## src/rtl/assert_macros.svh

```systemverilog
// Assertion macros used by the top level of the three-wire serial master.
`ifndef ASSERT_MACROS_SVH
`define ASSERT_MACROS_SVH

// The antecedent implies the consequent in the same cycle.
`define ASSERT_SAME(label, ante, cons) \
    label: assert property (@(posedge i_clk) disable iff (!i_rst_n) \
        (ante) |-> (cons)) else $error("same-cycle check failed");

// The antecedent implies the consequent in the following cycle.
`define ASSERT_NEXT(label, ante, cons) \
    label: assert property (@(posedge i_clk) disable iff (!i_rst_n) \
        (ante) |=> (cons)) else $error("next-cycle check failed");

`endif

```

## src/rtl/rtc3w_pkg.sv

```systemverilog
// Shared types, codes and helpers for the three-wire serial master.
package rtc3w_pkg;

    localparam int TickWidth = 16;
    localparam int AddrWidth = 4;
    localparam int DataWidth = 32;

    // Configuration register indexes (byte address bits [3:2]).
    localparam logic [1:0] RegHalfPeriod  = 2'd0;
    localparam logic [1:0] RegEnableSetup = 2'd1;
    localparam logic [1:0] RegEnableHold  = 2'd2;

    localparam logic [TickWidth-1:0] TickReset = 16'd5;

    // Command codes carried by each tick.
    localparam logic [1:0] CmdTick  = 2'd0;
    localparam logic [1:0] CmdWrite = 2'd1;
    localparam logic [1:0] CmdRead  = 2'd2;

    // Address bits come first, then eight data bits.
    localparam logic [4:0] AddrBits  = 5'd8;
    localparam logic [4:0] TotalBits = 5'd16;

    typedef enum logic [2:0] {
        PH_IDLE  = 3'd0,
        PH_SETUP = 3'd1,
        PH_LOW   = 3'd2,
        PH_HIGH  = 3'd3,
        PH_HOLD  = 3'd4
    } t_phase;

    typedef struct packed {
        logic [TickWidth-1:0] half_period_ticks;
        logic [TickWidth-1:0] enable_setup_ticks;
        logic [TickWidth-1:0] enable_hold_ticks;
    } t_cfg;

    typedef struct packed {
        logic       chip_enable;
        logic       serial_clock;
        logic       data_pin_out;
        logic       data_pin_drive;
        logic       busy;
        logic       done;
        logic [7:0] read_byte;
    } t_result;

    // A programmed tick count of zero behaves as one.
    function automatic logic [TickWidth-1:0] at_least_one(input logic [TickWidth-1:0] v);
        return (v == '0) ? {{(TickWidth-1){1'b0}}, 1'b1} : v;
    endfunction

endpackage

```

## src/rtl/rtc3w_cfg_regs.sv

```systemverilog
// APB configuration registers holding the bit and chip-enable timing.
module rtc3w_cfg_regs (
    input  logic                             i_clk,
    input  logic                             i_rst_n,
    input  logic                             psel,
    input  logic                             penable,
    input  logic                             pwrite,
    input  logic [rtc3w_pkg::AddrWidth-1:0]  paddr,
    input  logic [rtc3w_pkg::DataWidth-1:0]  pwdata,
    output logic [rtc3w_pkg::DataWidth-1:0]  prdata,
    output logic                             pready,
    output rtc3w_pkg::t_cfg                  o_cfg
);
    import rtc3w_pkg::*;

    t_cfg r_cfg;
    t_cfg n_cfg;
    logic w_write;

    assign pready  = 1'b1;
    assign w_write = psel && penable && pwrite && pready;

    always_comb begin
        n_cfg = r_cfg;
        if (w_write) begin
            unique case (paddr[3:2])
                RegHalfPeriod:  n_cfg.half_period_ticks  = pwdata[TickWidth-1:0];
                RegEnableSetup: n_cfg.enable_setup_ticks = pwdata[TickWidth-1:0];
                RegEnableHold:  n_cfg.enable_hold_ticks  = pwdata[TickWidth-1:0];
                default:        n_cfg = r_cfg;
            endcase
        end
    end

    always_ff @(posedge i_clk) begin
        if (!i_rst_n) begin
            r_cfg.half_period_ticks  <= TickReset;
            r_cfg.enable_setup_ticks <= TickReset;
            r_cfg.enable_hold_ticks  <= TickReset;
        end else begin
            r_cfg <= n_cfg;
        end
    end

    always_comb begin
        unique case (paddr[3:2])
            RegHalfPeriod:  prdata = {{(DataWidth-TickWidth){1'b0}}, r_cfg.half_period_ticks};
            RegEnableSetup: prdata = {{(DataWidth-TickWidth){1'b0}}, r_cfg.enable_setup_ticks};
            RegEnableHold:  prdata = {{(DataWidth-TickWidth){1'b0}}, r_cfg.enable_hold_ticks};
            default:        prdata = '0;
        endcase
    end

    assign o_cfg = r_cfg;

endmodule

```

## src/rtl/rtc3w_seq.sv

```systemverilog
// Pin sequencer: advances the transfer by one tick per step and forms the pin levels.
module rtc3w_seq (
    input  logic              i_clk,
    input  logic              i_rst_n,
    input  rtc3w_pkg::t_cfg   i_cfg,
    input  logic              i_step,
    input  logic [1:0]        i_command,
    input  logic [7:0]        i_reg_address,
    input  logic [7:0]        i_write_byte,
    input  logic              i_data_pin_in,
    output rtc3w_pkg::t_result o_result
);
    import rtc3w_pkg::*;

    t_phase               r_phase,       n_phase;
    logic [4:0]           r_bit_counter, n_bit_counter;
    logic [TickWidth-1:0] r_tick_timer,  n_tick_timer;
    logic [15:0]          r_out_shift,   n_out_shift;
    logic [7:0]           r_in_shift,    n_in_shift;
    logic                 r_reading,     n_reading;
    logic [7:0]           r_held_read,   n_held_read;

    logic                 w_start;
    logic                 w_read_bit;
    logic [TickWidth-1:0] w_timer_dec;
    logic [TickWidth-1:0] w_setup_left;
    logic [4:0]           w_bit_inc;

    assign w_start      = (i_command == CmdWrite) || (i_command == CmdRead);
    assign w_read_bit   = r_reading && (r_bit_counter >= AddrBits);
    assign w_timer_dec  = (r_tick_timer == '0) ? '0 : r_tick_timer - 1'b1;
    // The start tick already counts toward the setup time.
    assign w_setup_left = at_least_one(i_cfg.enable_setup_ticks) - 1'b1;
    assign w_bit_inc    = r_bit_counter + 1'b1;

    // Next state.
    always_comb begin
        n_phase       = r_phase;
        n_bit_counter = r_bit_counter;
        n_tick_timer  = r_tick_timer;
        n_out_shift   = r_out_shift;
        n_in_shift    = r_in_shift;
        n_reading     = r_reading;
        n_held_read   = r_held_read;
        unique case (r_phase)
            PH_SETUP: begin
                n_tick_timer = w_timer_dec;
                if (w_timer_dec == '0) begin
                    n_phase = PH_LOW;
                end
            end
            PH_LOW: begin
                if (w_read_bit) begin
                    n_in_shift = {i_data_pin_in, r_in_shift[7:1]};
                end
                n_phase      = PH_HIGH;
                n_tick_timer = at_least_one(i_cfg.half_period_ticks);
            end
            PH_HIGH: begin
                n_tick_timer = w_timer_dec;
                if (w_timer_dec == '0) begin
                    n_out_shift   = {1'b0, r_out_shift[15:1]};
                    n_bit_counter = w_bit_inc;
                    if (w_bit_inc >= TotalBits) begin
                        n_phase      = PH_HOLD;
                        n_tick_timer = at_least_one(i_cfg.enable_hold_ticks);
                    end else begin
                        n_phase = PH_LOW;
                    end
                end
            end
            PH_HOLD: begin
                n_tick_timer = w_timer_dec;
                if (w_timer_dec == '0) begin
                    if (r_reading) begin
                        n_held_read = r_in_shift;
                    end
                    n_phase = PH_IDLE;
                end
            end
            default: begin
                n_phase = PH_IDLE;
                if (w_start) begin
                    n_reading     = (i_command == CmdRead);
                    n_out_shift   = (i_command == CmdRead) ? {8'h00, i_reg_address}
                                                           : {i_write_byte, i_reg_address};
                    n_in_shift    = '0;
                    n_bit_counter = '0;
                    n_tick_timer  = w_setup_left;
                    n_phase       = (w_setup_left == '0) ? PH_LOW : PH_SETUP;
                end
            end
        endcase
    end

    // Pin levels and status for this tick.
    always_comb begin
        o_result                = '0;
        o_result.data_pin_drive = 1'b1;
        o_result.read_byte      = n_held_read;
        unique case (r_phase) inside
            PH_SETUP: begin
                o_result.chip_enable = 1'b1;
                o_result.busy        = 1'b1;
            end
            PH_LOW, PH_HIGH: begin
                o_result.chip_enable    = 1'b1;
                o_result.busy           = 1'b1;
                o_result.serial_clock   = (r_phase == PH_HIGH);
                o_result.data_pin_drive = !w_read_bit;
                o_result.data_pin_out   = !w_read_bit && r_out_shift[0];
            end
            PH_HOLD: begin
                o_result.busy = (w_timer_dec != '0);
                o_result.done = (w_timer_dec == '0);
            end
            default: begin
                o_result.chip_enable = w_start;
                o_result.busy        = w_start;
            end
        endcase
    end

    always_ff @(posedge i_clk) begin
        if (!i_rst_n) begin
            r_phase       <= PH_IDLE;
            r_bit_counter <= '0;
            r_tick_timer  <= '0;
            r_out_shift   <= '0;
            r_in_shift    <= '0;
            r_reading     <= 1'b0;
            r_held_read   <= '0;
        end else if (i_step) begin
            r_phase       <= n_phase;
            r_bit_counter <= n_bit_counter;
            r_tick_timer  <= n_tick_timer;
            r_out_shift   <= n_out_shift;
            r_in_shift    <= n_in_shift;
            r_reading     <= n_reading;
            r_held_read   <= n_held_read;
        end
    end

endmodule

```

## src/rtl/three_wire_rtc_serial_master.sv

```systemverilog
// Top level of the three-wire serial master for a clock chip.
//
// Each transfer on the input channel is one timebase tick: a command (tick
// only, start write, start read), the address and write byte taken at start,
// and the sampled level of the data pin. Each input transfer yields exactly
// one output transfer with the pin levels for that tick, busy, a done pulse
// and the byte of the last read.
// An input transfer lands in an input register and is then processed
// straight into the result register, which offers the result on the result
// channel. One tick is accepted every cycle while the receiver does not
// stall; the sequencer state is the only thing carried from tick to tick.
// When the receiver stalls, the result register holds and the input register
// holds its tick, and o_in_stall rises until the result is taken.
// Reset returns the sequencer to idle with read_byte zero and sets all three
// timing registers to five ticks. The user must write the timing registers
// over the APB port only while no transfer is in progress; the block does not enforce it.
`include "assert_macros.svh"

module three_wire_rtc_serial_master (
    input  logic                             i_clk,
    input  logic                             i_rst_n,
    // APB configuration port
    input  logic                             psel,
    input  logic                             penable,
    input  logic                             pwrite,
    input  logic [rtc3w_pkg::AddrWidth-1:0]  paddr,
    input  logic [rtc3w_pkg::DataWidth-1:0]  pwdata,
    output logic [rtc3w_pkg::DataWidth-1:0]  prdata,
    output logic                             pready,
    // Tick input channel
    input  logic                             i_in_valid,
    output logic                             o_in_stall,
    input  logic [1:0]                       i_command,
    input  logic [7:0]                       i_reg_address,
    input  logic [7:0]                       i_write_byte,
    input  logic                             i_data_pin_in,
    // Result channel
    output logic                             o_out_valid,
    input  logic                             i_out_stall,
    output logic                             o_chip_enable,
    output logic                             o_serial_clock,
    output logic                             o_data_pin_out,
    output logic                             o_data_pin_drive,
    output logic                             o_busy_res,
    output logic                             o_done_res,
    output logic [7:0]                       o_read_byte
);
    import rtc3w_pkg::*;

    t_cfg    w_cfg;
    t_result w_result;
    t_result r_res;

    logic       r_in_valid;
    logic [1:0] r_command;
    logic [7:0] r_reg_address;
    logic [7:0] r_write_byte;
    logic       r_data_pin_in;
    logic       r_out_valid;
    logic       w_in_accept;
    logic       w_advance;

    rtc3w_cfg_regs u_cfg_regs (
        .i_clk   (i_clk),
        .i_rst_n (i_rst_n),
        .psel    (psel),
        .penable (penable),
        .pwrite  (pwrite),
        .paddr   (paddr),
        .pwdata  (pwdata),
        .prdata  (prdata),
        .pready  (pready),
        .o_cfg   (w_cfg)
    );

    // The held tick moves on whenever the result register is empty or being taken.
    assign w_advance   = r_in_valid && (!r_out_valid || !i_out_stall);
    assign o_in_stall  = r_in_valid && !w_advance;
    assign w_in_accept = i_in_valid && !o_in_stall;

    always_ff @(posedge i_clk) begin
        if (!i_rst_n) begin
            r_in_valid <= 1'b0;
        end else if (w_in_accept) begin
            r_in_valid <= 1'b1;
        end else if (w_advance) begin
            r_in_valid <= 1'b0;
        end
    end

    always_ff @(posedge i_clk) begin
        if (w_in_accept) begin
            r_command     <= i_command;
            r_reg_address <= i_reg_address;
            r_write_byte  <= i_write_byte;
            r_data_pin_in <= i_data_pin_in;
        end
    end

    rtc3w_seq u_seq (
        .i_clk         (i_clk),
        .i_rst_n       (i_rst_n),
        .i_cfg         (w_cfg),
        .i_step        (w_advance),
        .i_command     (r_command),
        .i_reg_address (r_reg_address),
        .i_write_byte  (r_write_byte),
        .i_data_pin_in (r_data_pin_in),
        .o_result      (w_result)
    );

    always_ff @(posedge i_clk) begin
        if (!i_rst_n) begin
            r_out_valid <= 1'b0;
        end else if (w_advance) begin
            r_out_valid <= 1'b1;
        end else if (!i_out_stall) begin
            r_out_valid <= 1'b0;
        end
    end

    always_ff @(posedge i_clk) begin
        if (w_advance) begin
            r_res <= w_result;
        end
    end

    assign o_out_valid      = r_out_valid;
    assign o_chip_enable    = r_res.chip_enable;
    assign o_serial_clock   = r_res.serial_clock;
    assign o_data_pin_out   = r_res.data_pin_out;
    assign o_data_pin_drive = r_res.data_pin_drive;
    assign o_busy_res       = r_res.busy;
    assign o_done_res       = r_res.done;
    assign o_read_byte      = r_res.read_byte;

    `ASSERT_SAME(a_done_ends_transfer, r_out_valid && r_res.done,
                 !r_res.busy && !r_res.chip_enable)
    `ASSERT_SAME(a_released_pin_low, r_out_valid && !r_res.data_pin_drive,
                 !r_res.data_pin_out && r_res.chip_enable)
    `ASSERT_SAME(a_clock_inside_enable, r_out_valid && r_res.serial_clock,
                 r_res.chip_enable && r_res.busy)
    `ASSERT_NEXT(a_blocked_tick_kept, r_in_valid && !w_advance, r_in_valid)

endmodule
```

## config.mk

```make
export PLATFORM = sky130hd
export DESIGN_NAME = three_wire_rtc_serial_master
export DESIGN_NICKNAME = d
export VERILOG_FILES = /design/src/rtl/rtc3w_pkg.sv /design/src/rtl/rtc3w_cfg_regs.sv /design/src/rtl/rtc3w_seq.sv /design/src/rtl/three_wire_rtc_serial_master.sv
export VERILOG_INCLUDE_DIRS = /design/src /design/src/rtl
export SDC_FILE = /design/constraint.sdc
export NUM_CORES = 1
export LEC_CHECK = 0
export BUFFER_PORTS_ARGS = -buffer_cell sky130_fd_sc_hd__buf_2
export CAP_MARGIN = 20
export CORE_MARGIN = 2
export CORE_UTILIZATION = 57
export CTS_CLUSTER_DIAMETER = 150
export DETAILED_ROUTE_END_ITERATION = 7
export PLACE_DENSITY_LB_ADDON = 0.08
export SETUP_SLACK_MARGIN = 0.15
export SLEW_MARGIN = 20
export SYNTH_ARGS = -nofsm -noshare
export SYNTH_HDL_FRONTEND = slang
export SYNTH_SLANG_ARGS = --single-unit
```

## constraint.sdc

```tcl
create_clock -name i_clk -period 3.5 [get_ports i_clk]
set_clock_uncertainty 0.1 [all_clocks]
set_input_delay 0.35 -clock i_clk [delete_from_list [all_inputs] [get_ports i_clk]]
set_output_delay 0.35 -clock i_clk [all_outputs]
set_load 0.03 [all_outputs]
```

Yosys cells after proc, flatten, opt, wreduce, memory -nomap -nowiden. Index checks and enable logic that the tools add are counted.

Register bits after elaboration: 140. Bits of input ports: 62. Output and inout port bits: 49. Word-level logic and storage cells: 119.

Add/subtract/negate cells: 3. $lt $le $gt $ge: 2. Equal/unequal tests: 13. Muxes and demuxes: 35. Bitwise operators: 3. Reduce and logical (&&, ||, !) cells: 40.

Operators with widths (number): $mux 16 (10); $logic_not 16->1 (6); $pmux 16 s3 (2); $mux 8 (5); $pmux 16 s2 (1); $sub 16x1->16 const B (2); $pmux 8 s2 (1); $reduce_bool 16->1 (1); $mux 3 (5); $pmux 3 s4 (1); $reduce_and 4->1 (3); $mux 5 (2); $ne 2x1->1 const B (5); $pmux 5 s2 (1); $reduce_or 3->1 (3); $reduce_and 2->1 (4); $logic_and 1x1->1 (7); $eq 3x2->1 const B (2); $reduce_bool 2->1 (3); $add 5x1->5 const B (1); $ge 5x4->1 const B (1); $ge 5x5->1 const B (1); $logic_not 1->1 (5); $eq 2x1->1 const B (2); other kinds (13) (22).

Depth between registers and ports, before layout.
Depth in word-level cells: 8. Gate-level depth with buffers: 12. Gate-level depth less buffers: 11.

Hierarchy. A second synthesis with hierarchy kept.

Cells, all modules: 867. Area total of the unflattened synthesis: 7687.4 µm².

By module, submodules not included: rtc3w_seq (instances 1, cells each 577, area each 4307.9 µm², sequential area each 1141.1 µm²); rtc3w_cfg_regs (instances 1, cells each 249, area each 2304.7 µm², sequential area each 960.9 µm²); three_wire_rtc_serial_master (instances 1, cells each 41, area each 1074.8 µm², sequential area each 1031.0 µm²).

Worst setup path before layout. OpenSTA, ideal clock, no wires.

Kind: reg2reg. From: register u_cfg_regs.r_cfg (netlist bit u_cfg_regs.o_cfg[22]). To: register u_seq.r_phase[1]. Library setup time: 0.070 ns. Arrival: 2.899 ns. Required time: 3.330 ns. Path slack: 0.431 ns. Stages on the path, launching flop included: 12. Path buffers: 0. Period minus slack after synthesis: 3.069 ns. Cell sequence: dfxtp_1 -> nor4_1 -> and4b_1 -> a21oi_1 -> ha_1 -> nor3b_1 -> xor2_1 -> nor4_1 -> nand4_1 -> o31ai_1 -> nand4_1 -> a21oi_1.

Longest elaborated chain between the ends: 7.

RTL lines: from (decl) (RTL line rtc3w_cfg_regs.sv:16) `t_cfg r_cfg;`; from (signal assigned) (RTL line rtc3w_cfg_regs.sv:41) `r_cfg <= n_cfg;`; $logic_not 16->1 (RTL line rtc3w_pkg.sv:50) `return (v == '0) ? {{(TickWidth-1){1'b0}}, 1'b1} : v;`; $mux 16 * (RTL line rtc3w_pkg.sv:50); $sub 16x1->16 * (RTL line rtc3w_seq.sv:33) `assign w_setup_left = at_least_one(i_cfg.enable_setup_ticks) - 1'b1;`; $logic_not 16->1 * (RTL line rtc3w_seq.sv:90) `n_phase = (w_setup_left == '0) ? PH_LOW : PH_SETUP;`; $mux 2 * (RTL line rtc3w_seq.sv:90); $mux 3 * (RTL line rtc3w_seq.sv:83) `if (w_start) begin`; $pmux 3 s4 * (RTL line rtc3w_seq.sv:45) `unique case (r_phase)`; to (signal assigned) (RTL line rtc3w_seq.sv:134) `r_phase <= n_phase;`; to (decl) (RTL line rtc3w_seq.sv:15) `t_phase r_phase, n_phase;`.

Mark *: on every way between the ends. The rest lies on a longest branch, timed or not. A chain may end at the register's enable or synchronous reset.

Worst setup path in the final report.
From: register u_seq.r_tick_timer[0]. To: register r_res (netlist bit o_read_byte[4]) (data pin).

Longest elaborated chain between the ends: 5. Elaborated cells between the ends (all ways): 6. Those cells by class: 1 x add/sub; 3 x mux; 2 x reduce/logical.

RTL lines: from (decl) (RTL line rtc3w_seq.sv:17) `logic [TickWidth-1:0] r_tick_timer, n_tick_timer;`; from (signal assigned) (RTL line rtc3w_seq.sv:136) `r_tick_timer <= n_tick_timer;`; $sub 16x1->16 / $logic_not 16->1 (equally long branches) (RTL line rtc3w_seq.sv:31) `assign w_timer_dec = (r_tick_timer == '0) ? '0 : r_tick_timer - 1'b1;`; $mux 16 * (RTL line rtc3w_seq.sv:31); $logic_not 16->1 * (RTL line rtc3w_seq.sv:74) `if (w_timer_dec == '0) begin`; $mux 8 * (RTL line rtc3w_seq.sv:74); $mux 8 * (RTL line rtc3w_seq.sv:45); via u_seq.n_held_read[4] (RTL line rtc3w_seq.sv:21) `logic [7:0] r_held_read, n_held_read;`; to (signal assigned) (RTL line three_wire_rtc_serial_master.sv:124) `r_res <= w_result;`; to (decl) (RTL line three_wire_rtc_serial_master.sv:52) `t_result r_res;`.

The timed path passes the listed nets; every way through them passes the cells marked *.

==> summary.md <==
| Metric | Value |
|---|---|
| Area contributors post-synth | `dfxtp_1, edfxtp_1, nand2_1` |
| Static Leak | `between 3 and 4 nW` |
| DIE AREA | `14100 um2` |
| Critical Path End Type | `register` |
| Diodes inserted | `0` |
| Synth unique cells | `68` |
| DRC Markers | `0` |
| Reg area | `3130 um2` |
| Share of post-route cells with drive strength above 1 | `between 15 and 20%` |
| Post-synth EDFFs | `33` |
| IO buf count | `75` |
| Initial antenna violation count | `0` |
| Status | `complete, no violations` |
| Crit start category | `register` |
| GRT Total Usage | `a little under a third` |
| Top cell type's share of synthesized area | `28.5%` |
| First-iteration detailed-routing DRC count | `about 840` |
| Core ar. | `12800 um2` |
| Area of the multi-input gates | `~4000 um2` |
| Final min period | `~3.1 ns` |
| Fmax | `0.318 GHz` |
| Worst VDD drop | `between 0.3 and 0.4 mV` |
| WP data arrival | `around 3.2 ns` |
| Synth Warn # | `0` |
| Global route total overflow | `0` |
| Cells after Synth | `just under 900` |
| Starting Density | `58.9%` |
| Switching Power | `around 0.0012 W` |
| Synth area leader | `dfxtp_1` |
| GPL Wtd Cong | `about 0.93` |
| Synth Area per Inst | `between 8 and 9 um2` |
| Mean routed wirelength per cell | `18.4 um` |
| Routed vias/inst | `6.20` |
| Cts bufs inserted | `17` |
| Slew Viols, Final | `0` |
| Longest Clk Path Bufs | `2` |
| Post-Syn Area | `approximately 7500 um2` |
| Maxcap violations | `0` |
| Post-route ant nets | `0` |
| Die Y | `~120 um` |
| P_int | `0.00302 W` |
| Part of the cycle the worst path needs | `between 80% and 90%` |
| Via count | `between 7000 and 8000` |
| Commonest cells in the netlist | `nand2_1, dfxtp_1, a21oi_1` |
| FF+latch count, synth | `140` |
| First-pass GRT wire length | `about 34000 um` |
| Hold Slack | `0.00473 ns` |
| CTS tree | `yes` |
| Worst hold path type | `input port to register` |
| # placed instances | `approximately 1100` |
| Row cnt | `just over 40` |
| Asr flop ratio synth | `0%` |
| Unrepaired setup endpoints after global routing | `false` |
| Io pins | `~110` |
| Most common cell in the netlist | `nand2_1` |
| Worst EP required | `between 3 and 4 ns` |
| Combinational share of power | `17.1%` |
| Clock power frac | `about two fifths` |
| Clock transition at path regs | `approximately 0.060 ns` |
| Root Driver | `clkbuf_16` |
| Nets@finish | `1022` |
| Seq/Total Area, Yosys | `approximately two fifths` |
| Sink Count | `140` |
| Setup-failing EPs final | `0` |
| Final hold vios | `0` |
| Pwr Density | `around 490 nW/um2` |
| Htree depth | `4` |
| Final WL | `roughly 21000 um` |
| Crit path kind | `register to register` |
| Slew headroom | `33.3%` |
| Net Sw Frac | `around 29%` |
| Fin cells | `1138` |
| Hpwl dp | `14500 um` |
| Fin Setup TNS | `0 ns` |
| Drt first pass iters | `6` |
| CP Max Fanout | `9` |
| Sequential share of power | `a little over two fifths` |
| Final core utilization | `between 60% and 70%` |
| Worst skew pair latency | `approximately 0.43 ns` |
| Die W | `119 um` |
| Flop-to-flop setup slack | `around 0.36 ns` |
| Ys flop type | `dfxtp_1` |
| Largest net degree at the start of global routing | `between 40 and 50` |
| Worst Tran Pin Value | `between 0.9 and 1 ns` |
| P&R area growth vs syn | `15.4%` |
| FILL cells | `between 1000 and 1500` |
| Vias in the first global route | `around 6500` |
## kinds of logic after synthesis
family	Yosys count	share of synthesized area (%)
DFF	140	41.6
and+or+nand+nor	364	24.5
adders and majority gates	7	1.16
muxes	45	6.15
other	2	0.0998
xor gates and xnor gates	24	2.79
AOI/OAI and AO/OA	208	17.3
buffers and inverters	99	6.32
## state kept, by name (all words and copies together) (netlist names)
register             cells
o_serial_clock           1
u_seq.r_held_read        8
u_seq.r_tick_timer      16
u_seq.r_bit_counter      5
r_in_valid               1
o_data_pin_drive         1
u_seq.r_in_shift         8
u_seq.r_reading          1
r_reg_address            8
o_data_pin_out           1
u_seq.r_phase            3
o_chip_enable            1
o_read_byte              8
u_cfg_regs.o_cfg        48
o_out_valid              1
r_command                2
r_write_byte             8
o_busy_res               1
u_seq.r_out_shift       16
r_data_pin_in            1
o_done_res               1
## power by group through the flow
stage | logic (W) | registers (W) | clock network [W]
after floorplan | 0.000538 | 0.00179 | 0
after global placement | 0.000680 | 0.00180 | 0
after detailed placement | 0.000692 | 0.00180 | 0
after CTS | 0.000712 | 0.00177 | 0.00173
after global routing | 0.000785 | 0.00178 | 0.00180
final | 0.000724 | 0.00177 | 0.00173
## final cells by class
cell class	count	share of cell area, %
clock inverters	12	1.41
clock buffers	20	5.03
flip-flops and latches	140	36.1
multi-input cells	665	46.0
inverters	14	0.605
repair buffers	115	8.41
well taps	172	2.48
## routing by layer
| metal | share of wire, % | track usage (%) |
|---|---|---|
| met1 | 44 | 43.1 |
| met2 | 44 | 44.5 |
| met3 | 10 | 7.38 |
| met4 | 1.7 | 9.67 |
| met5 | 0 | 0 |
## placed cells by master, fill, tap and decap left out, types with 4 or more instances in the layout
master,instances
or3_1,8
o21ai_0,36
clkbuf_16,17
o211ai_1,6
clkinv_2,4
nor3b_2,8
nor4_1,18
nor2_1,29
mux2_2,10
a211oi_1,8
xnor2_1,12
nand3_1,54
dlygate4sd3_1,17
mux2i_1,35
edfxtp_1,33
dfxtp_1,107
buf_2,75
nor2b_1,4
o22ai_1,5
buf_4,22
conb_1,17
nand2_1,153
xor2_1,11
a21oi_1,93
inv_1,12
nand3b_1,4
nor3_1,20
ha_1,7
a31oi_1,12
o31ai_1,7
a221oi_1,8
and3_1,13
and2_1,5
nand4_1,9
nor3b_1,13
nand2b_1,8
## stage by stage
step                worst slack [ns]  total power, W  area, um2
finish                         0.359         0.00422       8680
global route                   0.174         0.00436       8680
CTS                            0.158         0.00421       8670
detailed placement             0.169         0.00249       7940
global placement               0.294         0.00248       7940
floorplan                      0.431         0.00232       7580
## repair_timing
action                                  4_1_cts  5_1_grt
endpoints found under the hold margin        17        0
gates resized for setup                       0        2
hold buffers                                 17        0
setup buffers                                 0        0
endpoints found under the setup margin        0        5
## worst max-delay path: stages, from the launching register on
cell and delay, ns:
dfxtp_1 0.40, inv_1 0.12, ha_1 0.23, or3b_2 0.55
nor4_1 0.23, mux2_2 0.27, nand4_1 0.10, o21bai_1 0.29
nand3_2 0.26, mux2_2 0.35
## final timing paths
check / from / cells past startpoint / to
hold reg to reg: u_seq.r_held_read[3] / 2 / u_seq.r_held_read[3]
setup reg to reg: u_seq.r_tick_timer[0] / 9 / o_read_byte[4]
setup / recovery: u_seq.r_tick_timer[0] / 9 / o_read_byte[4]
hold / removal: i_write_byte[7] / 1 / r_write_byte[7]
Note: power is estimated with default switching activity, not from simulation.
